File: src/rtl/core/abb_pkg.sv
// ----------------------------------------------------------------------------
// abb_pkg
// Shared types and constants for the alpha blit blender: sizes, register
// indexes and the threshold group handed to the blend datapath.
// ----------------------------------------------------------------------------
package abb_pkg;

	localparam int unsigned MAX_DIM   = 4096;
	localparam int unsigned DIM_W     = 13;
	localparam int unsigned POS_W     = 12;
	localparam int unsigned ADDR_W    = 24;
	localparam int unsigned PIX_W     = 32;
	localparam int unsigned CFG_IDX_W = 3;
	localparam int unsigned CFG_W     = 13;

	localparam logic [DIM_W-1:0] MAX_DIM_V = DIM_W'(MAX_DIM);

	typedef enum logic [CFG_IDX_W-1:0] {
		CFG_DEST_X     = 3'd0,
		CFG_DEST_Y     = 3'd1,
		CFG_SRC_WIDTH  = 3'd2,
		CFG_SRC_HEIGHT = 3'd3,
		CFG_DST_WIDTH  = 3'd4,
		CFG_DST_HEIGHT = 3'd5,
		CFG_SOLID_THR  = 3'd6,
		CFG_EMPTY_THR  = 3'd7
	} cfg_idx_t;

	typedef struct packed {
		logic [7:0] solid;
		logic [7:0] empty;
	} abb_thr_t;

endpackage

File: src/rtl/core/abb_blend.sv
// ----------------------------------------------------------------------------
// abb_blend
// Source-over pixel combine: copy above the solid threshold, skip below the
// empty threshold, else per-channel blend with output alpha forced opaque.
// ----------------------------------------------------------------------------
module abb_blend (
	input  logic [31:0]       src_pixel,
	input  logic [31:0]       dst_pixel,
	input  abb_pkg::abb_thr_t thr,
	output logic [31:0]       pixel_out,
	output logic              write_enable
);
	import abb_pkg::*;

	// floor(x/255) for x <= 255*255 as (x + 1 + (x >> 8)) >> 8
	function automatic logic [7:0] blend_ch(input logic [7:0] s, input logic [7:0] d,
			input logic [7:0] a);
		logic [15:0] x;
		logic [16:0] t;
		x = ({8'd0, s} * {8'd0, a}) + ({8'd0, d} * {8'd0, 8'd255 - a});
		t = {1'b0, x} + 17'd1 + {9'd0, x[15:8]};
		return t[15:8];
	endfunction

	logic [7:0] alpha;
	logic [7:0] red;
	logic [7:0] green;
	logic [7:0] blue;

	assign alpha = src_pixel[31:24];
	assign red   = blend_ch(src_pixel[7:0],   dst_pixel[7:0],   alpha);
	assign green = blend_ch(src_pixel[15:8],  dst_pixel[15:8],  alpha);
	assign blue  = blend_ch(src_pixel[23:16], dst_pixel[23:16], alpha);

	always_comb begin
		if (alpha > thr.solid) begin
			pixel_out    = src_pixel;
			write_enable = 1'b1;
		end else if (alpha < thr.empty) begin
			pixel_out    = dst_pixel;
			write_enable = 1'b0;
		end else begin
			pixel_out    = {8'hFF, blue, green, red};
			write_enable = 1'b1;
		end
	end

endmodule

File: src/rtl/core/alpha_blit_blender_unit.sv
// ----------------------------------------------------------------------------
// alpha_blit_blender_unit
// Pipeline: input register, then result register, from input beat to result
//   beat; one pixel per clock unless out_stall holds it, in a two-stage
//   pipeline with the address multiply and channel blend in the second stage.
// Reset: registers return to 1x1 sizes at offset 0, thresholds 252 and 4,
//   the walk restarts at the first pixel and both stages empty.
// ----------------------------------------------------------------------------
module alpha_blit_blender_unit (
	input  logic                                clk,
	input  logic                                arst_n,
	input  logic                                cfg_we,
	input  logic [abb_pkg::CFG_IDX_W-1:0]       cfg_index,
	input  logic [abb_pkg::CFG_W-1:0]           cfg_data,
	input  logic                                in_valid,
	output logic                                in_stall,
	input  logic [abb_pkg::PIX_W-1:0]           src_pixel,
	input  logic [abb_pkg::PIX_W-1:0]           dst_pixel,
	output logic                                out_valid,
	input  logic                                out_stall,
	output logic [abb_pkg::ADDR_W-1:0]          dst_address,
	output logic                                write_enable,
	output logic [abb_pkg::PIX_W-1:0]           pixel_out,
	output logic                                blit_done
);
	import abb_pkg::*;

	function automatic logic [DIM_W-1:0] sat_dim(input logic [DIM_W-1:0] v);
		return (v > MAX_DIM_V) ? MAX_DIM_V : v;
	endfunction

	function automatic logic [DIM_W-1:0] clip_len(input logic [DIM_W-1:0] s,
			input logic [DIM_W-1:0] d, input logic [POS_W-1:0] off);
		logic [DIM_W-1:0] room;
		room = d - {1'b0, off};
		if ({1'b0, off} >= d)
			return '0;
		return (s < room) ? s : room;
	endfunction

	logic [POS_W-1:0]  dest_x_q, dest_y_q;
	logic [DIM_W-1:0]  src_w_q, src_h_q, dst_w_q, dst_h_q;
	logic [7:0]        solid_q, empty_q;
	logic [POS_W-1:0]  col_q, row_q;
	logic [ADDR_W-1:0] base_q;

	logic              valid_s1;
	logic [ADDR_W-1:0] rel_s1;
	logic [PIX_W-1:0]  src_s1, dst_s1;
	logic              done_s1;

	logic              valid_s2;
	logic [ADDR_W-1:0] addr_s2;
	logic [PIX_W-1:0]  pix_s2;
	logic              we_s2;
	logic              done_s2;

	logic [DIM_W-1:0]  pitch, cw, ch;
	logic              region_empty, out_of_range;
	logic [POS_W-1:0]  col_cur, row_cur;
	logic [ADDR_W-1:0] base_cur, rel_cur;
	logic              col_last, row_last, last;
	logic              s1_ready, s2_ready, take, step;
	logic [ADDR_W-1:0] y_offset;
	logic [ADDR_W-1:0] addr_full;
	abb_thr_t          thr;
	logic [PIX_W-1:0]  blend_pix;
	logic              blend_we;

	assign pitch = sat_dim(dst_w_q);
	assign cw    = clip_len(sat_dim(src_w_q), pitch, dest_x_q);
	assign ch    = clip_len(sat_dim(src_h_q), sat_dim(dst_h_q), dest_y_q);

	assign region_empty = (cw == '0) || (ch == '0);
	assign out_of_range = ({1'b0, col_q} >= cw) || ({1'b0, row_q} >= ch);
	assign col_cur  = out_of_range ? '0 : col_q;
	assign row_cur  = out_of_range ? '0 : row_q;
	assign base_cur = out_of_range ? '0 : base_q;
	assign rel_cur  = base_cur + {{(ADDR_W-POS_W){1'b0}}, col_cur};
	assign col_last = ({1'b0, col_cur} == (cw - 13'd1));
	assign row_last = ({1'b0, row_cur} == (ch - 13'd1));
	assign last     = col_last && row_last;

	assign s2_ready = !valid_s2 || !out_stall;
	assign s1_ready = !valid_s1 || s2_ready;
	assign in_stall = !s1_ready;
	assign take     = in_valid && s1_ready;
	assign step     = take && !region_empty;

	always_ff @(posedge clk or negedge arst_n) begin
		if (!arst_n) begin
			dest_x_q <= '0;
			dest_y_q <= '0;
			src_w_q  <= 13'd1;
			src_h_q  <= 13'd1;
			dst_w_q  <= 13'd1;
			dst_h_q  <= 13'd1;
			solid_q  <= 8'd252;
			empty_q  <= 8'd4;
			col_q    <= '0;
			row_q    <= '0;
			base_q   <= '0;
		end else if (cfg_we) begin
			case (cfg_idx_t'(cfg_index))
				CFG_DEST_X:     dest_x_q <= cfg_data[POS_W-1:0];
				CFG_DEST_Y:     dest_y_q <= cfg_data[POS_W-1:0];
				CFG_SRC_WIDTH:  src_w_q  <= cfg_data[DIM_W-1:0];
				CFG_SRC_HEIGHT: src_h_q  <= cfg_data[DIM_W-1:0];
				CFG_DST_WIDTH:  dst_w_q  <= cfg_data[DIM_W-1:0];
				CFG_DST_HEIGHT: dst_h_q  <= cfg_data[DIM_W-1:0];
				CFG_SOLID_THR:  solid_q  <= cfg_data[7:0];
				CFG_EMPTY_THR:  empty_q  <= cfg_data[7:0];
				default: begin
				end
			endcase
			col_q  <= '0;
			row_q  <= '0;
			base_q <= '0;
		end else if (step) begin
			if (last) begin
				col_q  <= '0;
				row_q  <= '0;
				base_q <= '0;
			end else if (col_last) begin
				col_q  <= '0;
				row_q  <= row_cur + 12'd1;
				base_q <= base_cur + {{(ADDR_W-DIM_W){1'b0}}, pitch};
			end else begin
				col_q  <= col_cur + 12'd1;
				row_q  <= row_cur;
				base_q <= base_cur;
			end
		end
	end

	// stage 1: capture pixel pair and walk position
	always_ff @(posedge clk or negedge arst_n) begin
		if (!arst_n) begin
			valid_s1 <= 1'b0;
		end else if (s1_ready) begin
			valid_s1 <= step;
		end
	end

	always_ff @(posedge clk) begin
		if (step) begin
			rel_s1  <= rel_cur;
			src_s1  <= src_pixel;
			dst_s1  <= dst_pixel;
			done_s1 <= last;
		end
	end

	// stage 2: placement offset and pixel combine
	assign y_offset  = {12'd0, dest_y_q} * {11'd0, pitch};
	assign addr_full = rel_s1 + y_offset
		+ {{(ADDR_W-POS_W){1'b0}}, dest_x_q};

	assign thr.solid = solid_q;
	assign thr.empty = empty_q;

	abb_blend u_blend (
		.src_pixel    (src_s1),
		.dst_pixel    (dst_s1),
		.thr          (thr),
		.pixel_out    (blend_pix),
		.write_enable (blend_we)
	);

	always_ff @(posedge clk or negedge arst_n) begin
		if (!arst_n) begin
			valid_s2 <= 1'b0;
		end else if (s2_ready) begin
			valid_s2 <= valid_s1;
		end
	end

	always_ff @(posedge clk) begin
		if (valid_s1 && s2_ready) begin
			addr_s2 <= addr_full;
			pix_s2  <= blend_pix;
			we_s2   <= blend_we;
			done_s2 <= done_s1;
		end
	end

	assign out_valid    = valid_s2;
	assign dst_address  = addr_s2;
	assign pixel_out    = pix_s2;
	assign write_enable = we_s2;
	assign blit_done    = done_s2;

endmodule
File: config.mk
export PLATFORM = sky130hd
export DESIGN_NAME = alpha_blit_blender_unit
export DESIGN_NICKNAME = d
export VERILOG_FILES = /design/src/rtl/core/abb_pkg.sv /design/src/rtl/core/abb_blend.sv /design/src/rtl/core/alpha_blit_blender_unit.sv
export SDC_FILE = /design/constraint.sdc
export NUM_CORES = 2
export LEC_CHECK = 0
export BUFFER_PORTS_ARGS = -buffer_cell sky130_fd_sc_hd__buf_4
export CAP_MARGIN = 5
export CORE_MARGIN = 4
export CORE_UTILIZATION = 50
export DETAILED_ROUTE_END_ITERATION = 16
export PLACE_DENSITY = 0.68
export SKIP_CTS_REPAIR_TIMING = 1
export SLEW_MARGIN = 30
export SYNTH_ARGS = -nofsm -noshare
export SYNTH_HDL_FRONTEND = slang
export SYNTH_HIERARCHICAL = 1
export SYNTH_SLANG_ARGS = --single-unit
File: constraint.sdc
create_clock -name clk -period 10.3 [get_ports clk]
set_input_delay 1.03 -clock clk [delete_from_list [all_inputs] [get_ports clk]]
set_output_delay 1.03 -clock clk [all_outputs]
set_load 0.02 [all_outputs]
; Word level (Yosys, flattened, before mapping)
; Index checks and enable logic that the tools add are counted.
[op_classes]
multipliers = 7
n_mux = 30
add_sub_neg = 20
eq_ne = 9
n_reduce_logical = 25
n_lt_le_gt_ge = 12
[op_table]
columns = cell, count
row1 = two-way mux 13 bit, 10
row2 = two-way mux 12 bit, 10
row3 = two-way mux 24 bit, 5
row4 = multiplier 8 x 8 -> 16 bit, 6
row5 = two-way mux 32 bit, 2
row6 = greater-or-equal comparator 12 x 13 -> 1 bit, 4
row7 = > comparator 13 bit (second input constant), 4
row8 = adder 16 x 1 -> 16 bit (second input constant), 3
row9 = adder 16 bit, 3
row10 = adder 16 x 8 -> 16 bit, 3
row11 = adder 24 x 12 -> 24 bit, 2
row12 = equality test 12 x 13 -> 1 bit, 2
row13 = logical NOT 13 bit, 2
row14 = less-than comparator 13 bit, 2
row15 = subtractor 13 x 1 -> 13 bit (second input constant), 2
row16 = subtractor 13 x 12 -> 13 bit, 2
row17 = adder 12 x 1 -> 12 bit (second input constant), 2
row18 = adder 24 x 13 -> 24 bit, 1
row19 = adder 24 bit, 1
row20 = multiplier 12 x 13 -> 24 bit, 1
row21 = AND reduction 2 bit, 8
row22 = equality test 3 bit (second input constant), 4
row23 = > comparator 8 bit, 1
row24 = less-than comparator 8 bit, 1
row25 = 9 further kinds, 22
[totals]
inputBits = 85
elab_cells = 124
register_bits = 289

; Depth between registers and ports, before layout
[logic_depth]
depth_word = 14
depth_mapped = 44
depth_no_buf = 39

; Hierarchy
; Netlist, hierarchy kept.
[by_module_without_submodules]
columns = mod, area_per_inst_um2, n_inst, cells_each
row1 = alpha_blit_blender_unit, 23691.5, 1, 2415
row2 = abb_blend, 15483.6, 1, 1832

; Worst setup path after synthesis
; No wires, ideal clock.
[synth_timing]
path_type = register to register
from = register dst_w_q[12]
to = register rel_s1[11] (data pin)
path_stages_with_launch = 43
required_ns = 10.042
t_arrival_ns = 9.408
setup_slack_ns = 0.634
synth_period_minus_slack_ns = 9.666
path_cell_list = dfrtp_1 > buf_2 > buf_1 > buf_1 > nor2b_1 > clkbuf_1 > ha_1 > or4_1 > o21ai_2 > a21oi_2 > a2111o_1 > nand2_1 > nand2_1 > ha_1 > and3_1 > clkbuf_1 > o311a_1 > a211oi_2 > [... 7 more ...] > a2111oi_0 > o21bai_1 > a21oi_1 > buf_4 > clkbuf_1 > clkbuf_1 > and2_1 > ha_1 > a21o_1 > maj3_1 > o2111ai_1 > a21boi_0 > o311a_1 > o21a_1 > nor2_1 > o21bai_1 > a21oi_1 > xnor2_1
[synth_via]
elab_chain_len = 10
word_cells_on_any_way = 13
cone_classes = add/sub (2) / order compare (4) / mux (6) / reduce/logical (1)
[synth_rtl]
columns = element, line
row1 = from (decl), alpha_blit_blender_unit.sv:42  ; logic [DIM_W-1:0] src_w_q, src_h_q, dst_w_q, dst_h_q;
row2 = from (signal assigned), alpha_blit_blender_unit.sv:109  ; CFG_DST_WIDTH: dst_w_q <= cfg_data[DIM_W-1:0];
row3 = > comparator 13 bit, alpha_blit_blender_unit.sv:29  ; return (v > MAX_DIM_V) ? MAX_DIM_V : v;
row4 = two-way mux 13 bit (*), alpha_blit_blender_unit.sv:29
row5 = subtractor 13 x 12 -> 13 bit, alpha_blit_blender_unit.sv:35  ; room = d - {1'b0, off};
row6 = less-than comparator 13 bit, alpha_blit_blender_unit.sv:38  ; return (s < room) ? s : room;
row7 = two-way mux 13 bit, alpha_blit_blender_unit.sv:38
row8 = two-way mux 13 bit (*), alpha_blit_blender_unit.sv:38
row9 = greater-or-equal comparator 12 x 13 -> 1 bit (*), alpha_blit_blender_unit.sv:75  ; assign out_of_range = ({1'b0, col_q} >= cw) || ({1'b0, row_q} >= ch);
row10 = logical OR 1 bit (*), alpha_blit_blender_unit.sv:75
row11 = two-way mux 24 bit or two-way mux 12 bit (tied branches), "alpha_blit_blender_unit.sv:78, alpha_blit_blender_unit.sv:76"
row12 = adder 24 x 12 -> 24 bit (*), alpha_blit_blender_unit.sv:79  ; assign rel_cur = base_cur + {{(ADDR_W-POS_W){1'b0}}, col_cur};
row13 = net rel_cur[11], alpha_blit_blender_unit.sv:61  ; logic [ADDR_W-1:0] base_cur, rel_cur;
row14 = to (signal assigned), alpha_blit_blender_unit.sv:147  ; rel_s1 <= rel_cur;
row15 = to (decl), alpha_blit_blender_unit.sv:48  ; logic [ADDR_W-1:0] rel_s1;
; The timed path passes the listed nets; every way through them passes the cells marked *.
; A chain may end at the register's enable or synchronous reset.

; Final worst setup path
[layout_timing]
from = register dst_w_q[12]
to = register rel_s1[23] (data pin)
; The elaborated chain is that of the path after synthesis.

==> results by group <==
Synth
  • Syn Inst Count: approximately 4,200
  • Async S/R FF share, synth: 0.491
  • Seq/Total Area, Yosys: 0.204
  • Yosys reg bits: just under 300
  • Cell variety after synth: roughly 120
  • Post-synth EDFFs: around 150
  • Mean Syn Cell Area: 9.22 µm²
  • Top_reg_cell synth: edfxtp_1
  • Synth warn: 6
  • Synth Cell Area: between 30,000 and 40,000 µm²

Final layout
  • Finished Layout Cells: approximately 5,400
  • # fillers: roughly 7,100
  • Antenna cell count: 0
  • Final Util: 0.554
  • Nets: about 5,300
  • Layout cells sized above 1: 0.102
  • Area Growth Syn to Fin: 9.66%
  • Fin area: 43,000 µm²

Critical path
  • CP required: 10.74 ns
  • Worst setup EP type: flop
  • CP max stage delay: around 0.53 ns
  • Setup CP Type: reg -> reg
  • Worst EP arrival: 9.92 ns
  • Crit path launch type: flop
  • CP max FO: 29
  • Worst path slowest cell: fa_1

Detailed routing
  • Routed wire length: 110,000 µm
  • # DRC: 0
  • Drt pass-1 iters: 5
  • Via Count: roughly 31,000
  • Drt via density: approximately 5.7
  • Final ANT Viol Nets: 0
  • WL/cell: ~20 µm
  • Initial DRC count: 2,187

Die
  • Core area: 77,600 µm²
  • Die W: between 200 and 300 µm
  • Die Ht: 288 µm
  • Initial Utilization: 0.505
  • IO Pins: between 100 and 150
  • Die Footprint: between 80,000 and 90,000 µm²
  • Core Rows: 102

Global routing
  • Vias in the first global route: between 30,000 and 40,000
  • Largest net degree at the start of global routing: between 80 and 90
  • Global-route wire length before repair: 175,000 µm
  • GRT Overall Usage: 0.268
  • Total congestion overflow: 0
  • Initial antenna violation count: 6

Flow run
  • Max-Cap Viols: 0

Place
  • Post-DP HPWL: ~85,000 µm
  • Port Buffers: 144
  • DP Cell Count: about 5,300
  • Dpl cell area: a little over 40,000 µm²
  • GP Congestion: between 0.9 and 1

CTS
  • H-tree level count: 2
  • Max Root-Sink Buffers: 3
  • CTS root buf: clkbuf_16
  • Clk Latency, worst-skew pair: around 0.59 ns
  • Num CTS Buffers: 40
  • CTS tree: done
  • Clk sinks: 289
  • Clk slew on worst S/H paths: 0.06 ns

STA
  • Final Hold Fails: 0
  • Fin crit share: 0.921
  • Final slew viol count: 0
  • Final setup TNS: 0 ns
  • Worst Max-Slew Pin Slew: approximately 0.98 ns
  • # setup viols final: 0
  • Worst rel slew slack: 0.345
  • Fmax achieved: approximately 110 MHz
  • Period minus WS final: 9.48 ns
  • Clock Skew: between 0.02 and 0.03 ns
  • RSZ-0062 raised after global routing: false

Hold path
  • Hold WC Path Type: reg -> reg

Run status
  • Status: finished, final reports clean
## worst max-delay path, delay by kind of cell, from the launching register on
kind / cells / cell delay [ns]
compound gates: 18 / 4.35
fa+ha+maj: 5 / 1.38
buf+inv: 3 / 0.78
flops: 1 / 0.37
simple gates: 9 / 2.45
## layer usage
layer  wire [µm]  vias to the layer above  global-route usage
li1            -                    14400                   -
met1       47800                    15300               0.372
met2       50700                     1048               0.436
met3        8020                      191              0.0462
met4        3350                        4              0.0720
met5          23                        -                   0
## metrics by stage
step | setup slack (ns) | hold slack [ns]
after floorplan | 0.634 | 0.400
after detailed placement | 0.930 | 0.466
after global routing | 0.0234 | 0.488
final | 0.818 | 0.484
after CTS | 0.868 | 0.483
after global placement | 1.13 | 0.462
## flip-flops by register name, summed over array words and instances (netlist names), 12 cells and up
name,cells
dst_h_q,13
dst_s1,32
dest_y_q,12
pixel_out,32
src_h_q,13
dest_x_q,12
row_q,12
src_s1,32
dst_address,24
col_q,12
src_w_q,13
dst_w_q,13
rel_s1,24
base_q,24
## cell usage after synthesis, types with 15 or more instances
cell type  instances  area [µm²]
nand3_1           69         345
nand4_1           39         244
or3_1             18         113
inv_1            673        2530
fa_1             432        8650
nor2_1           174         653
clkbuf_1         128         480
a21o_1            55         413
o21a_1            31         233
a211oi_1          24         180
nor4_1            23         144
o31ai_1           20         150
mux2i_1           29         290
ha_1             393        4920
edfxtp_1         147        4410
a22oi_1           16         120
buf_2             18        90.1
xor2_1            43         377
dfrtp_1          131        3280
o21ai_0          152         761
nand2b_1          92         576
a21oi_1          130         651
nor2b_1          184        1150
and3_1            34         213
or2_2             15        93.8
mux2_2            75         845
and2_1           171        1070
buf_1             17        63.8
nand2_1          373        1400
a31oi_1           18         113
xnor2_1          100         876
o21bai_1          20         150
o211ai_1          26         195
nor3_1            61         305
## kinds of logic (layout without fill, tap and decap cells)
group | after synthesis | in the layout | share of synthesized area
simple gates | 1337 | 1337 | 0.180
buf+inv | 846 | 970 | 0.0823
fa+ha+maj | 828 | 828 | 0.347
compound gates | 695 | 695 | 0.124
flops | 289 | 289 | 0.204
xor+xnor | 146 | 146 | 0.0337
mux | 105 | 105 | 0.0293
other cells | 1 | 3 | 0.0000957
## path summary, 6_finish.rpt
kind	start	slack, ns	endpoint	depth (start not counted)
min	base_q[5]	0.48	base_q[5]	2
max	dst_w_q[12]	0.82	rel_s1[23]	35
min in group asynchronous	arst_n	0.55	dst_h_q[7]	1
max in group asynchronous	arst_n	8.47	col_q[2]	2
max reg2reg	dst_w_q[12]	0.82	rel_s1[23]	35
min reg2reg	base_q[5]	0.48	base_q[5]	2
## layout by cell type (no fill, tap or decap), types with 31 or more instances in the layout
| cell type | synthesis | layout |
|---|---|---|
| nand3_1 | 69 | 69 |
| nor3_1 | 61 | 59 |
| a21o_1 | 55 | 55 |
| fa_1 | 432 | 432 |
| nand2b_1 | 92 | 92 |
| nand4_1 | 39 | 39 |
| and3_1 | 34 | 34 |
| xnor2_1 | 100 | 100 |
| o21ai_0 | 152 | 152 |
| mux2_2 | 75 | 75 |
| nor2_1 | 174 | 172 |
| buf_4 | 5 | 217 |
| nor2b_1 | 184 | 184 |
| edfxtp_1 | 147 | 147 |
| and2_1 | 171 | 171 |
| clkbuf_16 | 0 | 41 |
| dfrtp_1 | 131 | 131 |
| xor2_1 | 43 | 43 |
| a21oi_1 | 130 | 128 |
| o21a_1 | 31 | 31 |
| nand2_1 | 373 | 373 |
| ha_1 | 393 | 393 |
| inv_1 | 673 | 672 |
## area by class of cell
cell class | count | area, µm² | area share
inverters | 676 | 2540 | 0.0591
clock inverters | 24 | 339 | 0.00789
repair buffers | 220 | 1680 | 0.0390
flip-flops and latches | 289 | 7980 | 0.186
well taps | 1040 | 1300 | 0.0303
multi-input cells | 3114 | 28000 | 0.653
clock buffers | 50 | 1080 | 0.0251
Power is not shown: default switching activity piles up to over one toggle a cycle in this logic, so the estimate is an artifact.
